`src/design/nte_pkg.sv`:
```
// ----------------------------------------------------------------------------
// nte_pkg: shared definitions for the NMEA time and date extractor
// Widths, character codes, the zone offset table and the structs that pass
// between the parser, the clock arithmetic and the result register.
// ----------------------------------------------------------------------------
package nte_pkg;

   // sentence framing limits
   localparam int MAX_FIELDS  = 15;
   localparam int FIELD_W     = $clog2(MAX_FIELDS + 1);
   localparam int PREFIX_LEN  = 6;
   localparam int DIGIT_COUNT = 6;
   localparam int GGA_TIME_FIELD = 1;
   localparam int RMC_DATE_FIELD = 9;

   // zone selection
   localparam int ZONE_COUNT = 38;
   localparam int ZONE_W     = 6;
   localparam logic [ZONE_W-1:0] ZONE_RESET = 6'd14;

   // channel widths
   localparam int BYTE_W     = 8;
   localparam int CODE_W     = 4;
   localparam int RSP_DATA_W = 40;

   // special characters
   localparam logic [BYTE_W-1:0] CHAR_CR    = 8'h0D;
   localparam logic [BYTE_W-1:0] CHAR_LF    = 8'h0A;
   localparam logic [BYTE_W-1:0] CHAR_COMMA = 8'h2C;

   // stored character classes (digits keep their value)
   localparam logic [CODE_W-1:0] CODE_SPACE = 4'd10;
   localparam logic [CODE_W-1:0] CODE_PLUS  = 4'd11;
   localparam logic [CODE_W-1:0] CODE_MINUS = 4'd12;
   localparam logic [CODE_W-1:0] CODE_OTHER = 4'd15;

   // what the parser hands on when a sentence ends
   typedef struct packed {
      logic                                  emit;
      logic                                  is_rmc;
      logic                                  time_upd;
      logic                                  date_upd;
      logic [DIGIT_COUNT-1:0][CODE_W-1:0]    digits;
   } nte_capture_type;

   // decoded time and date ready to be held
   typedef struct packed {
      logic [4:0] hour;
      logic [5:0] minute;
      logic [5:0] second;
      logic [6:0] year;
      logic [6:0] month;
      logic [6:0] day;
   } nte_values_type;

   // zone offset split into floor hours and remaining minutes
   typedef struct packed {
      logic signed [4:0] hour;
      logic [5:0]        minute;
   } nte_zone_type;

   function automatic nte_zone_type zone_offset(input logic [ZONE_W-1:0] idx);
      nte_zone_type r;
      r = '0;
      unique case (idx)
         6'd0:    r = '{-5'sd12, 6'd0};
         6'd1:    r = '{-5'sd11, 6'd0};
         6'd2:    r = '{-5'sd10, 6'd0};
         6'd3:    r = '{-5'sd10, 6'd30};
         6'd4:    r = '{-5'sd9,  6'd0};
         6'd5:    r = '{-5'sd8,  6'd0};
         6'd6:    r = '{-5'sd7,  6'd0};
         6'd7:    r = '{-5'sd6,  6'd0};
         6'd8:    r = '{-5'sd5,  6'd0};
         6'd9:    r = '{-5'sd4,  6'd0};
         6'd10:   r = '{-5'sd4,  6'd30};
         6'd11:   r = '{-5'sd3,  6'd0};
         6'd12:   r = '{-5'sd2,  6'd0};
         6'd13:   r = '{-5'sd1,  6'd0};
         6'd14:   r = '{5'sd0,   6'd0};
         6'd15:   r = '{5'sd1,   6'd0};
         6'd16:   r = '{5'sd2,   6'd0};
         6'd17:   r = '{5'sd3,   6'd0};
         6'd18:   r = '{5'sd3,   6'd30};
         6'd19:   r = '{5'sd4,   6'd0};
         6'd20:   r = '{5'sd4,   6'd30};
         6'd21:   r = '{5'sd5,   6'd0};
         6'd22:   r = '{5'sd5,   6'd30};
         6'd23:   r = '{5'sd5,   6'd45};
         6'd24:   r = '{5'sd6,   6'd0};
         6'd25:   r = '{5'sd6,   6'd30};
         6'd26:   r = '{5'sd7,   6'd0};
         6'd27:   r = '{5'sd8,   6'd0};
         6'd28:   r = '{5'sd8,   6'd45};
         6'd29:   r = '{5'sd9,   6'd0};
         6'd30:   r = '{5'sd9,   6'd30};
         6'd31:   r = '{5'sd10,  6'd0};
         6'd32:   r = '{5'sd10,  6'd30};
         6'd33:   r = '{5'sd11,  6'd0};
         6'd34:   r = '{5'sd12,  6'd0};
         6'd35:   r = '{5'sd12,  6'd45};
         6'd36:   r = '{5'sd13,  6'd0};
         6'd37:   r = '{5'sd14,  6'd0};
         default: r = '{5'sd0,   6'd0};
      endcase
      return r;
   endfunction

endpackage

```
`src/design/nte_parser.sv`:
```
// ----------------------------------------------------------------------------
// nte_parser: sentence tracker
// Matches the six character prefix, counts comma separated fields and keeps
// the first six character codes of the time or date field.
// ----------------------------------------------------------------------------
module nte_parser (
   input  logic                          clock,
   input  logic                          reset,
   input  logic                          step,
   input  logic [nte_pkg::BYTE_W-1:0]    byte_in,
   output nte_pkg::nte_capture_type      capture
);

   localparam logic [nte_pkg::FIELD_W-1:0] FIELD_LAST = nte_pkg::FIELD_W'(nte_pkg::MAX_FIELDS);
   localparam logic [nte_pkg::FIELD_W-1:0] FIELD_GGA  =
      nte_pkg::FIELD_W'(nte_pkg::GGA_TIME_FIELD);
   localparam logic [nte_pkg::FIELD_W-1:0] FIELD_RMC  =
      nte_pkg::FIELD_W'(nte_pkg::RMC_DATE_FIELD);

   logic [2:0]                    pos_ff, pos_in;
   logic                          gga_ff, gga_in;
   logic                          rmc_ff, rmc_in;
   logic [nte_pkg::FIELD_W-1:0]   field_ff, field_in;
   logic [2:0]                    count_ff, count_in;
   logic [nte_pkg::DIGIT_COUNT-1:0][nte_pkg::CODE_W-1:0] digits_ff, digits_in;
   logic                          pend_ff, pend_in;
   logic                          done;
   logic                          in_target;

   // expected prefix character for either sentence type
   function automatic logic [nte_pkg::BYTE_W-1:0] prefix_char(input logic rmc,
                                                              input logic [2:0] pos);
      logic [nte_pkg::BYTE_W-1:0] c;
      c = 8'h00;
      unique case (pos)
         3'd0:    c = 8'h24;
         3'd1:    c = 8'h47;
         3'd2:    c = 8'h50;
         3'd3:    c = rmc ? 8'h52 : 8'h47;
         3'd4:    c = rmc ? 8'h4D : 8'h47;
         3'd5:    c = rmc ? 8'h43 : 8'h41;
         default: c = 8'h00;
      endcase
      return c;
   endfunction

   // character class as stored for the pair reader
   function automatic logic [nte_pkg::CODE_W-1:0] char_code(input logic [nte_pkg::BYTE_W-1:0] c);
      logic [nte_pkg::CODE_W-1:0] k;
      k = nte_pkg::CODE_OTHER;
      if (c >= 8'h30 && c <= 8'h39) begin
         k = 4'(c - 8'h30);
      end else if (c == 8'h20 || c == 8'h09 || c == 8'h0B || c == 8'h0C) begin
         k = nte_pkg::CODE_SPACE;
      end else if (c == 8'h2B) begin
         k = nte_pkg::CODE_PLUS;
      end else if (c == 8'h2D) begin
         k = nte_pkg::CODE_MINUS;
      end
      return k;
   endfunction

   // next sentence state and capture for the byte in the input register
   always_comb begin
      pos_in    = pos_ff;
      gga_in    = gga_ff;
      rmc_in    = rmc_ff;
      field_in  = field_ff;
      count_in  = count_ff;
      digits_in = digits_ff;
      pend_in   = pend_ff;
      in_target = 1'b0;
      done      = (pos_ff >= 3'(nte_pkg::PREFIX_LEN)) && (gga_ff || rmc_ff);
      capture        = '0;
      capture.digits = digits_ff;
      capture.is_rmc = !gga_ff;
      if (byte_in != nte_pkg::CHAR_CR) begin
         if (byte_in == nte_pkg::CHAR_LF) begin
            // end of sentence: report and start over
            capture.emit     = step && done;
            capture.time_upd = step && done && pend_ff && gga_ff;
            capture.date_upd = step && done && pend_ff && !gga_ff;
            pos_in   = '0;
            gga_in   = 1'b1;
            rmc_in   = 1'b1;
            field_in = '0;
            count_in = '0;
            pend_in  = 1'b0;
         end else begin
            // prefix compare on the first six characters
            if (pos_ff < 3'(nte_pkg::PREFIX_LEN)) begin
               if (byte_in != prefix_char(1'b0, pos_ff)) begin
                  gga_in = 1'b0;
               end
               if (byte_in != prefix_char(1'b1, pos_ff)) begin
                  rmc_in = 1'b0;
               end
               pos_in = pos_ff + 3'd1;
            end
            in_target = (gga_in && !rmc_in && field_ff == FIELD_GGA) ||
                        (rmc_in && !gga_in && field_ff == FIELD_RMC);
            if (byte_in == nte_pkg::CHAR_COMMA) begin
               // a comma closes the field
               if (in_target && field_ff < FIELD_LAST) begin
                  pend_in = gga_in ? (count_ff >= 3'd6) : (count_ff == 3'd6);
               end
               if (field_ff < FIELD_LAST) begin
                  field_in = field_ff + 1'b1;
               end
               count_in = '0;
            end else begin
               if (in_target && count_ff < 3'd6) begin
                  digits_in[count_ff] = char_code(byte_in);
               end
               if (count_ff < 3'd7) begin
                  count_in = count_ff + 3'd1;
               end
            end
         end
      end
   end

   // sentence state registers
   always_ff @(posedge clock) begin
      if (reset) begin
         pos_ff   <= '0;
         gga_ff   <= 1'b1;
         rmc_ff   <= 1'b1;
         field_ff <= '0;
         count_ff <= '0;
         pend_ff  <= 1'b0;
      end else if (step) begin
         pos_ff   <= pos_in;
         gga_ff   <= gga_in;
         rmc_ff   <= rmc_in;
         field_ff <= field_in;
         count_ff <= count_in;
         pend_ff  <= pend_in;
      end
   end

   // captured character codes
   always_ff @(posedge clock) begin
      if (step) begin
         digits_ff <= digits_in;
      end
   end

endmodule

```
`src/design/nte_clock_calc.sv`:
```
// ----------------------------------------------------------------------------
// nte_clock_calc: digit pairs to local time and date
// Reads the three character pairs, applies the zone offset as separate hour
// and minute parts with a minute carry, and wraps the hour into the day.
// ----------------------------------------------------------------------------
module nte_clock_calc (
   input  nte_pkg::nte_capture_type      capture,
   input  logic [nte_pkg::ZONE_W-1:0]    zone_index,
   output nte_pkg::nte_values_type       values
);

   logic [nte_pkg::ZONE_W-1:0] zone_sel;
   nte_pkg::nte_zone_type      zone;
   logic signed [7:0]          pair_a, pair_b, pair_c;
   logic signed [8:0]          min_sum;
   logic signed [2:0]          carry;
   logic [5:0]                 minute_fold;
   logic signed [8:0]          hour_sum;
   logic [7:0]                 hour_u;
   logic [7:0]                 hour_fold;

   // two character number as a string-to-integer read gives it
   function automatic logic signed [7:0] pair_value(input logic [nte_pkg::CODE_W-1:0] a,
                                                    input logic [nte_pkg::CODE_W-1:0] b);
      logic signed [7:0] v;
      logic [7:0]        ua;
      logic [7:0]        ub;
      ua = {4'b0, a};
      ub = {4'b0, b};
      v  = '0;
      if (a <= 4'd9) begin
         v = (b <= 4'd9) ? $signed(8'(ua * 8'd10 + ub)) : $signed(ua);
      end else if (b <= 4'd9) begin
         if (a == nte_pkg::CODE_SPACE || a == nte_pkg::CODE_PLUS) begin
            v = $signed(ub);
         end else if (a == nte_pkg::CODE_MINUS) begin
            v = -$signed(ub);
         end
      end
      return v;
   endfunction

   function automatic logic [6:0] clamp_date(input logic signed [7:0] v);
      return (v < 0) ? 7'd0 : 7'(v);
   endfunction

   // zone select, out of range picks the last entry
   always_comb begin
      zone_sel = (32'(zone_index) >= nte_pkg::ZONE_COUNT) ?
                 nte_pkg::ZONE_W'(nte_pkg::ZONE_COUNT - 1) : zone_index;
      zone     = nte_pkg::zone_offset(zone_sel);
   end

   assign pair_a = pair_value(capture.digits[0], capture.digits[1]);
   assign pair_b = pair_value(capture.digits[2], capture.digits[3]);
   assign pair_c = pair_value(capture.digits[4], capture.digits[5]);

   // minutes with carry into the hour, floor style
   always_comb begin
      min_sum = 9'(pair_b) + $signed({3'b0, zone.minute});
      if (min_sum < 0) begin
         carry       = -3'sd1;
         minute_fold = 6'(min_sum + 9'sd60);
      end else if (min_sum >= 9'sd120) begin
         carry       = 3'sd2;
         minute_fold = 6'(min_sum - 9'sd120);
      end else if (min_sum >= 9'sd60) begin
         carry       = 3'sd1;
         minute_fold = 6'(min_sum - 9'sd60);
      end else begin
         carry       = 3'sd0;
         minute_fold = 6'(min_sum);
      end
   end

   // hour of day, biased positive then wrapped by parallel compares
   always_comb begin
      hour_sum  = 9'(pair_a) + 9'(zone.hour) + 9'(carry) + 9'sd48;
      hour_u    = 8'(hour_sum);
      hour_fold = hour_u;
      for (int k = 1; k <= 6; k++) begin
         if (hour_u >= 8'(24 * k)) begin
            hour_fold = hour_u - 8'(24 * k);
         end
      end
   end

   // results; the time and the date use the same digit positions
   always_comb begin
      values.hour   = 5'(hour_fold);
      values.minute = minute_fold;
      if (pair_c < 0) begin
         values.second = 6'd0;
      end else if (pair_c > 8'sd59) begin
         values.second = 6'd59;
      end else begin
         values.second = 6'(pair_c);
      end
      values.day   = clamp_date(pair_a);
      values.month = clamp_date(pair_b);
      values.year  = clamp_date(pair_c);
   end

endmodule

```
`src/design/nte_result_reg.sv`:
```
// ----------------------------------------------------------------------------
// nte_result_reg: held time and date with the output register
// Updates the held values when a sentence captures them and loads the
// report for every finished GGA or RMC sentence.
// ----------------------------------------------------------------------------
module nte_result_reg (
   input  logic                              clock,
   input  logic                              reset,
   input  nte_pkg::nte_capture_type          capture,
   input  nte_pkg::nte_values_type           values,
   input  logic                              rsp_tready,
   output logic                              rsp_tvalid,
   output logic                              rsp_tuser,
   output logic [nte_pkg::RSP_DATA_W-1:0]    rsp_tdata,
   output logic                              free
);

   logic                       rsp_valid_ff, rsp_valid_in;
   logic                       kind_ff;
   logic [nte_pkg::RSP_DATA_W-1:0] data_ff, data_in;
   logic                       time_known_ff, time_known_in;
   logic                       date_known_ff, date_known_in;
   nte_pkg::nte_values_type    held_ff, held_in;

   assign free = !rsp_valid_ff || rsp_tready;

   // next held values
   always_comb begin
      held_in       = held_ff;
      time_known_in = time_known_ff;
      date_known_in = date_known_ff;
      if (capture.time_upd) begin
         held_in.hour   = values.hour;
         held_in.minute = values.minute;
         held_in.second = values.second;
         time_known_in  = 1'b1;
      end
      if (capture.date_upd) begin
         held_in.year  = values.year;
         held_in.month = values.month;
         held_in.day   = values.day;
         date_known_in = 1'b1;
      end
      data_in = {held_in.day, held_in.month, held_in.year, date_known_in,
                 held_in.second, held_in.minute, held_in.hour, time_known_in};
   end

   // output valid
   always_comb begin
      rsp_valid_in = rsp_valid_ff;
      if (capture.emit) begin
         rsp_valid_in = 1'b1;
      end else if (rsp_tready) begin
         rsp_valid_in = 1'b0;
      end
   end

   // control state
   always_ff @(posedge clock) begin
      if (reset) begin
         rsp_valid_ff  <= 1'b0;
         time_known_ff <= 1'b0;
         date_known_ff <= 1'b0;
         held_ff       <= '0;
      end else begin
         rsp_valid_ff  <= rsp_valid_in;
         time_known_ff <= time_known_in;
         date_known_ff <= date_known_in;
         held_ff       <= held_in;
      end
   end

   // output payload
   always_ff @(posedge clock) begin
      if (capture.emit) begin
         kind_ff <= capture.is_rmc;
         data_ff <= data_in;
      end
   end

   assign rsp_tvalid = rsp_valid_ff;
   assign rsp_tuser  = kind_ff;
   assign rsp_tdata  = data_ff;

endmodule

```
`src/design/nmea_time_date_extractor_top.sv`:
```
// ----------------------------------------------------------------------------
// nmea_time_date_extractor_top: NMEA GGA and RMC time and date extractor
// Takes receiver characters, tracks GGA and RMC sentences and reports the
// held local time and UTC date each time such a sentence ends.
// ----------------------------------------------------------------------------
//
//   channel  direction  payload
//   req_     in         tdata[7:0] received character
//   rsp_     out        tuser sentence kind, tdata[39:0] held time and date
//   csr_     in         wdata[5:0] zone index, written when csr_we is high
//
// One character is taken every cycle while the output is free; the input register
// feeds the parser and clock arithmetic, which load the output register from the
// line feed held in the input register. Sustained rate is one character per cycle,
// set by the single parser update between the input and output registers.
// Reset is synchronous and active high; the zone index resets to UTC+0.
// A stalled result holds in the output register while one more character
// waits in the input register; req_tready stays high while the output is free.
// ----------------------------------------------------------------------------
module nmea_time_date_extractor_top (
   input  logic                              clock,
   input  logic                              reset,
   // request: rx_byte
   input  logic                              req_tvalid,
   output logic                              req_tready,
   input  logic [nte_pkg::BYTE_W-1:0]        req_tdata,
   // response tuser: sentence_kind
   output logic                              rsp_tvalid,
   input  logic                              rsp_tready,
   output logic                              rsp_tuser,
   // response tdata: time_known, local_hour, local_minute, utc_second,
   // date_known, year_in_century, month_value, day_value
   output logic [nte_pkg::RSP_DATA_W-1:0]    rsp_tdata,
   // configuration: zone_index
   input  logic                              csr_we,
   input  logic [nte_pkg::ZONE_W-1:0]        csr_wdata
);

   logic                          in_valid_ff, in_valid_in;
   logic [nte_pkg::BYTE_W-1:0]    in_byte_ff;
   logic [nte_pkg::ZONE_W-1:0]    zone_ff;
   logic                          out_free;
   logic                          step;
   logic                          req_accept;
   nte_pkg::nte_capture_type      capture;
   nte_pkg::nte_values_type       values;

   // input register handshake
   assign req_tready = !in_valid_ff || out_free;
   assign req_accept = req_tvalid && req_tready;
   assign step       = in_valid_ff && out_free;

   always_comb begin
      in_valid_in = in_valid_ff;
      if (req_accept) begin
         in_valid_in = 1'b1;
      end else if (step) begin
         in_valid_in = 1'b0;
      end
   end

   always_ff @(posedge clock) begin
      if (reset) begin
         in_valid_ff <= 1'b0;
         zone_ff     <= nte_pkg::ZONE_RESET;
      end else begin
         in_valid_ff <= in_valid_in;
         if (csr_we) begin
            zone_ff <= csr_wdata;
         end
      end
   end

   always_ff @(posedge clock) begin
      if (req_accept) begin
         in_byte_ff <= req_tdata;
      end
   end

   // sentence tracking
   nte_parser u_parser (
      .clock   (clock),
      .reset   (reset),
      .step    (step),
      .byte_in (in_byte_ff),
      .capture (capture)
   );

   // zone offset and digit decoding
   nte_clock_calc u_calc (
      .capture    (capture),
      .zone_index (zone_ff),
      .values     (values)
   );

   // held values and output register
   nte_result_reg u_result (
      .clock      (clock),
      .reset      (reset),
      .capture    (capture),
      .values     (values),
      .rsp_tready (rsp_tready),
      .rsp_tvalid (rsp_tvalid),
      .rsp_tuser  (rsp_tuser),
      .rsp_tdata  (rsp_tdata),
      .free       (out_free)
   );

   // a new result only follows a line feed in the input register
   assert property (@(posedge clock) disable iff (reset)
      $rose(rsp_tvalid) |-> $past(in_valid_ff && in_byte_ff == nte_pkg::CHAR_LF))
      else $error("result appeared without a line feed");

   // an empty output register never blocks the input
   assert property (@(posedge clock) disable iff (reset)
      !rsp_tvalid |-> req_tready)
      else $error("input stalled with the output register empty");

   // reported time stays within a day
   assert property (@(posedge clock) disable iff (reset)
      rsp_tvalid |-> (rsp_tdata[5:1] < 5'd24) && (rsp_tdata[11:6] < 6'd60) &&
                     (rsp_tdata[17:12] < 6'd60))
      else $error("reported time out of range");

endmodule
```
`config.mk`:
```
export PLATFORM = sky130hd
export DESIGN_NAME = nmea_time_date_extractor_top
export DESIGN_NICKNAME = d
export VERILOG_FILES = /design/src/design/nte_pkg.sv /design/src/design/nte_parser.sv /design/src/design/nte_clock_calc.sv /design/src/design/nte_result_reg.sv /design/src/design/nmea_time_date_extractor_top.sv
export SDC_FILE = /design/constraint.sdc
export NUM_CORES = 1
export LEC_CHECK = 0
export BUFFER_PORTS_ARGS = -buffer_cell sky130_fd_sc_hd__buf_2
export CAP_MARGIN = 5
export CORE_MARGIN = 4
export CORE_UTILIZATION = 60
export DETAILED_ROUTE_END_ITERATION = 10
export HOLD_SLACK_MARGIN = 0.15
export PLACE_DENSITY = 0.77
export SLEW_MARGIN = 15
export SYNTH_ARGS = -nofsm -noshare
export SYNTH_HDL_FRONTEND = slang
export SYNTH_HIERARCHICAL = 1
export SYNTH_SLANG_ARGS = --single-unit
```
`constraint.sdc`:
```
create_clock -name clock -period 20.5 [get_ports clock]
set_clock_uncertainty 0.05 [all_clocks]
set_input_delay 1.025 -clock clock [delete_from_list [all_inputs] [get_ports clock]]
set_output_delay 1.025 -clock clock [all_outputs]
set_load 0.02 [all_outputs]
```
==> impl_metrics.ini <==
[status]
status = finished clean

[cts]
clock-sinks = 134
cts_hold_buf = 0
post_cts_buffers = 0
cts-root-buf = clkbuf_16
htreeDepth = 4
cts_inserted_buffers = 17
post_cts_resized = 0
cts.clk_slew.worst_paths_ps = 60
insertion_delay_ps = 430
clk_path_buf_depth = 2
tritoncts = done

[logic_synthesis]
netlist_instances = 939
synth_edf_count = 73
syn-num-nets = 1046
synth-seq-area-share_pct = 36.59
syn_avg_cell_area_sq_um = 9.934
yosysWarnings = 6
async_reset_ff_share_pct = 0
synth_ff_type = edfxtp_1
synth.distinct_cells = 83
ys_ff_latch = 134
syn_area_sq_um = 9328

[worst_setup_path]
crit_fanout = 16
slowest_delay_ps = 620
critPathSlowestCell = dfxtp_1
startpoint_type = flop
cp_common_cell = ha_1
path_class = flop to flop
regToRegSetupSlack_ps = 12290
worstPathArrival_ps = 8440
crit_path_end_kind = flop
critical_path_required_ps = 20730

[die]
die-area_sq_um = 17610
core_sq_um = 15200
pin_count = 62
rows = 45
die-width_um = 132.7
die_y_um = 132.7
initial_core_util_pct = 61.36

[cells_and_area]
layout-drive-gt1-share_pct = 18.02
stdcell_count = 1187
layout.nets = 1093
syn2layout_area_growth_pct = 10.17
num_antenna_cells = 0

[global_route]
antenna_found_initial = 0
grt_pass1_wl_um = 32810
gr-total-overflow = 0
grt_max_degree = 56
grt_pass1_vias = 6710
grtUsageTotal_pct = 22.73

[routing]
dr.pass1.iters = 5
wire_per_inst_um = 16.81
routed_wl_um = 19950
vias_per_cell = 6.060
drcViolationCount = 0
vias = 7193
dr.first_iter.drc_count = 519
ant_nets = 0

[placement]
io_buffers = 61
gp_congestion = 0.8971
dp_slack_ps = 12430
dpl.hpwl_um = 13950
dp.cells = 1155

[timing]
maxSlewHeadroom_pct = 29.92
tns_ps = 0
fmax_mhz = 121.8
fin_crit_ps = 8211
finalHoldViolations = 0
rsz0062_at_grt = false
slew_viol_final = 0
setup_viol = 0
worst_slack_ps = 12290
tightestPinTransition_ps = 1037
fin_crit_sh_pct = 40.05

[power]
p_leak_nw = 3.942
peakVddDrop_mv = 0.06045
power.density_nw_per_um2 = 66.06

[worst_hold_path]
hold_path_class = flop to flop

[flow_run]
drv_cap = 0
==> worst max-delay path, delay by kind of cell, from the launching register on <==
kind | cells | cell delay [ps]
compound gates | 13 | 2360
fa+ha+maj | 8 | 2310
simple gates | 6 | 1140
xor+xnor | 2 | 790
flops | 1 | 620
buf+inv | 3 | 510
mux | 1 | 290
==> cell families (layout without fill, tap and decap cells) <==
kind of cell    Yosys count  in the layout  share of synthesized area (%)
compound gates          221            221                          16.59
xor+xnor                 38             38                          3.568
fa+ha+maj                88             88                          12.93
buf+inv                  90            150                          4.413
flops                   134            134                          36.59
mux                      58             58                          7.847
simple gates            310            310                          18.06
==> final cells by class <==
type                    count  area [sq um]
clock buffers              18         439.2
flip-flops and latches    134          3413
well taps                 188         235.2
fillers                  1172          4926
multi-input cells         715          5513
repair buffers             66         342.8
inverters                  52         197.7
clock inverters            14         135.1
==> registers in the layout, summed over array words and instances (netlist names) <==
name / count
in_byte_ff: 8
u_parser/gga_ff: 1
in_valid_ff: 1
u_result/rsp_tvalid: 1
u_parser/pend_ff: 1
zone_ff: 6
u_parser/count_ff: 3
u_result/time_known_ff: 1
u_parser/pos_ff: 3
u_parser/field_ff: 4
u_parser/rmc_ff: 1
u_result/rsp_tuser: 1
u_parser/capture: 24
u_result/rsp_tdata: 40
u_result/held_ff: 38
u_result/date_known_ff: 1
==> cell usage after synthesis, types with 6 or more instances <==
master / count / area [sq um]
o21ai_1: 12 / 60.06
o21ai_0: 36 / 180.2
nand3_1: 21 / 105.1
nor2b_4: 9 / 123.9
ha_1: 74 / 925.9
o211ai_1: 7 / 52.55
nor4_1: 12 / 75.07
a211oi_1: 8 / 60.06
a21o_1: 12 / 90.09
a221oi_1: 6 / 52.55
mux2_4: 26 / 390.4
nor3_1: 21 / 105.1
and2_1: 14 / 87.58
inv_1: 48 / 180.2
a21oi_1: 46 / 230.2
nand2_1: 61 / 229.0
fa_1: 14 / 280.3
edfxtp_1: 73 / 2192
nand2b_1: 16 / 100.1
mux2_2: 17 / 191.4
mux2i_1: 15 / 150.1
o21a_1: 8 / 60.06
a31oi_1: 13 / 81.33
clkbuf_1: 24 / 90.09
dfxtp_1: 61 / 1221
nor2b_1: 37 / 231.5
o22ai_1: 9 / 56.30
nor2_1: 73 / 274.0
xor2_1: 12 / 105.1
buf_6: 6 / 67.56
xnor2_1: 26 / 227.7
==> where the power goes <==
group / internal, mW / leakage, nW / switching [mW] / total (mW)
Clock: 0.173 / 0.276 / 0.124 / 0.296
Sequential: 0.284 / 1.02 / 0.00726 / 0.291
Combinational: 0.0375 / 2.65 / 0.0536 / 0.0911
Total: 0.494 / 3.94 / 0.185 / 0.679
==> layout by cell type (no fill, tap or decap), drive strengths merged, types with 10 or more instances in the layout <==
master / instances
nor4: 13
a31oi: 14
xnor2: 26
nand3: 22
inv: 61
edfxtp: 73
xor2: 12
nor3: 21
nor2b: 49
mux2: 43
nor2: 74
buf: 66
dfxtp: 61
and2: 14
ha: 74
a21o: 12
a211oi: 10
or2: 10
nand2b: 16
mux2i: 15
clkbuf: 18
fa: 14
nand2: 61
o21ai: 50
a21oi: 46
==> final timing paths <==
check / end / cells after the start / startpoint
min: u_parser/pend_ff / 2 / u_parser/pend_ff
min reg2reg: u_parser/pend_ff / 2 / u_parser/pend_ff
max: u_result/held_ff[37] / 33 / zone_ff[3]
max reg2reg: u_result/held_ff[37] / 33 / zone_ff[3]
==> metal layers <==
| metal | GRT usage [%] | routed length [um] | part of all wire, % |
|---|---|---|---|
| met1 | 29.76 | 8716 | 44 |
| met5 | 0 | 0 | 0 |
| met2 | 38.29 | 9813 | 49 |
| met4 | 7.910 | 437 | 2.2 |
| met3 | 3.764 | 987 | 4.9 |
==> stage by stage <==
| stage | util, % | hold slack, ps | area [sq um] | total power, mW |
|---|---|---|---|---|
| 4_1_cts | 67.60 | 454.2 | 10280 | 0.6825 |
| 6_report | 67.60 | 454.1 | 10280 | 0.6788 |
| 3_5_place_dp | 63.82 | 411.0 | 9702 | 0.3862 |
| 3_3_place_gp | 63.82 | 405.5 | 9702 | 0.3842 |
| 5_1_grt | 67.60 | 466.1 | 10280 | 0.7079 |
| 2_1_floorplan | - | 385.0 | 9328 | 0.3667 |
Power figures use the tool's default switching activity.
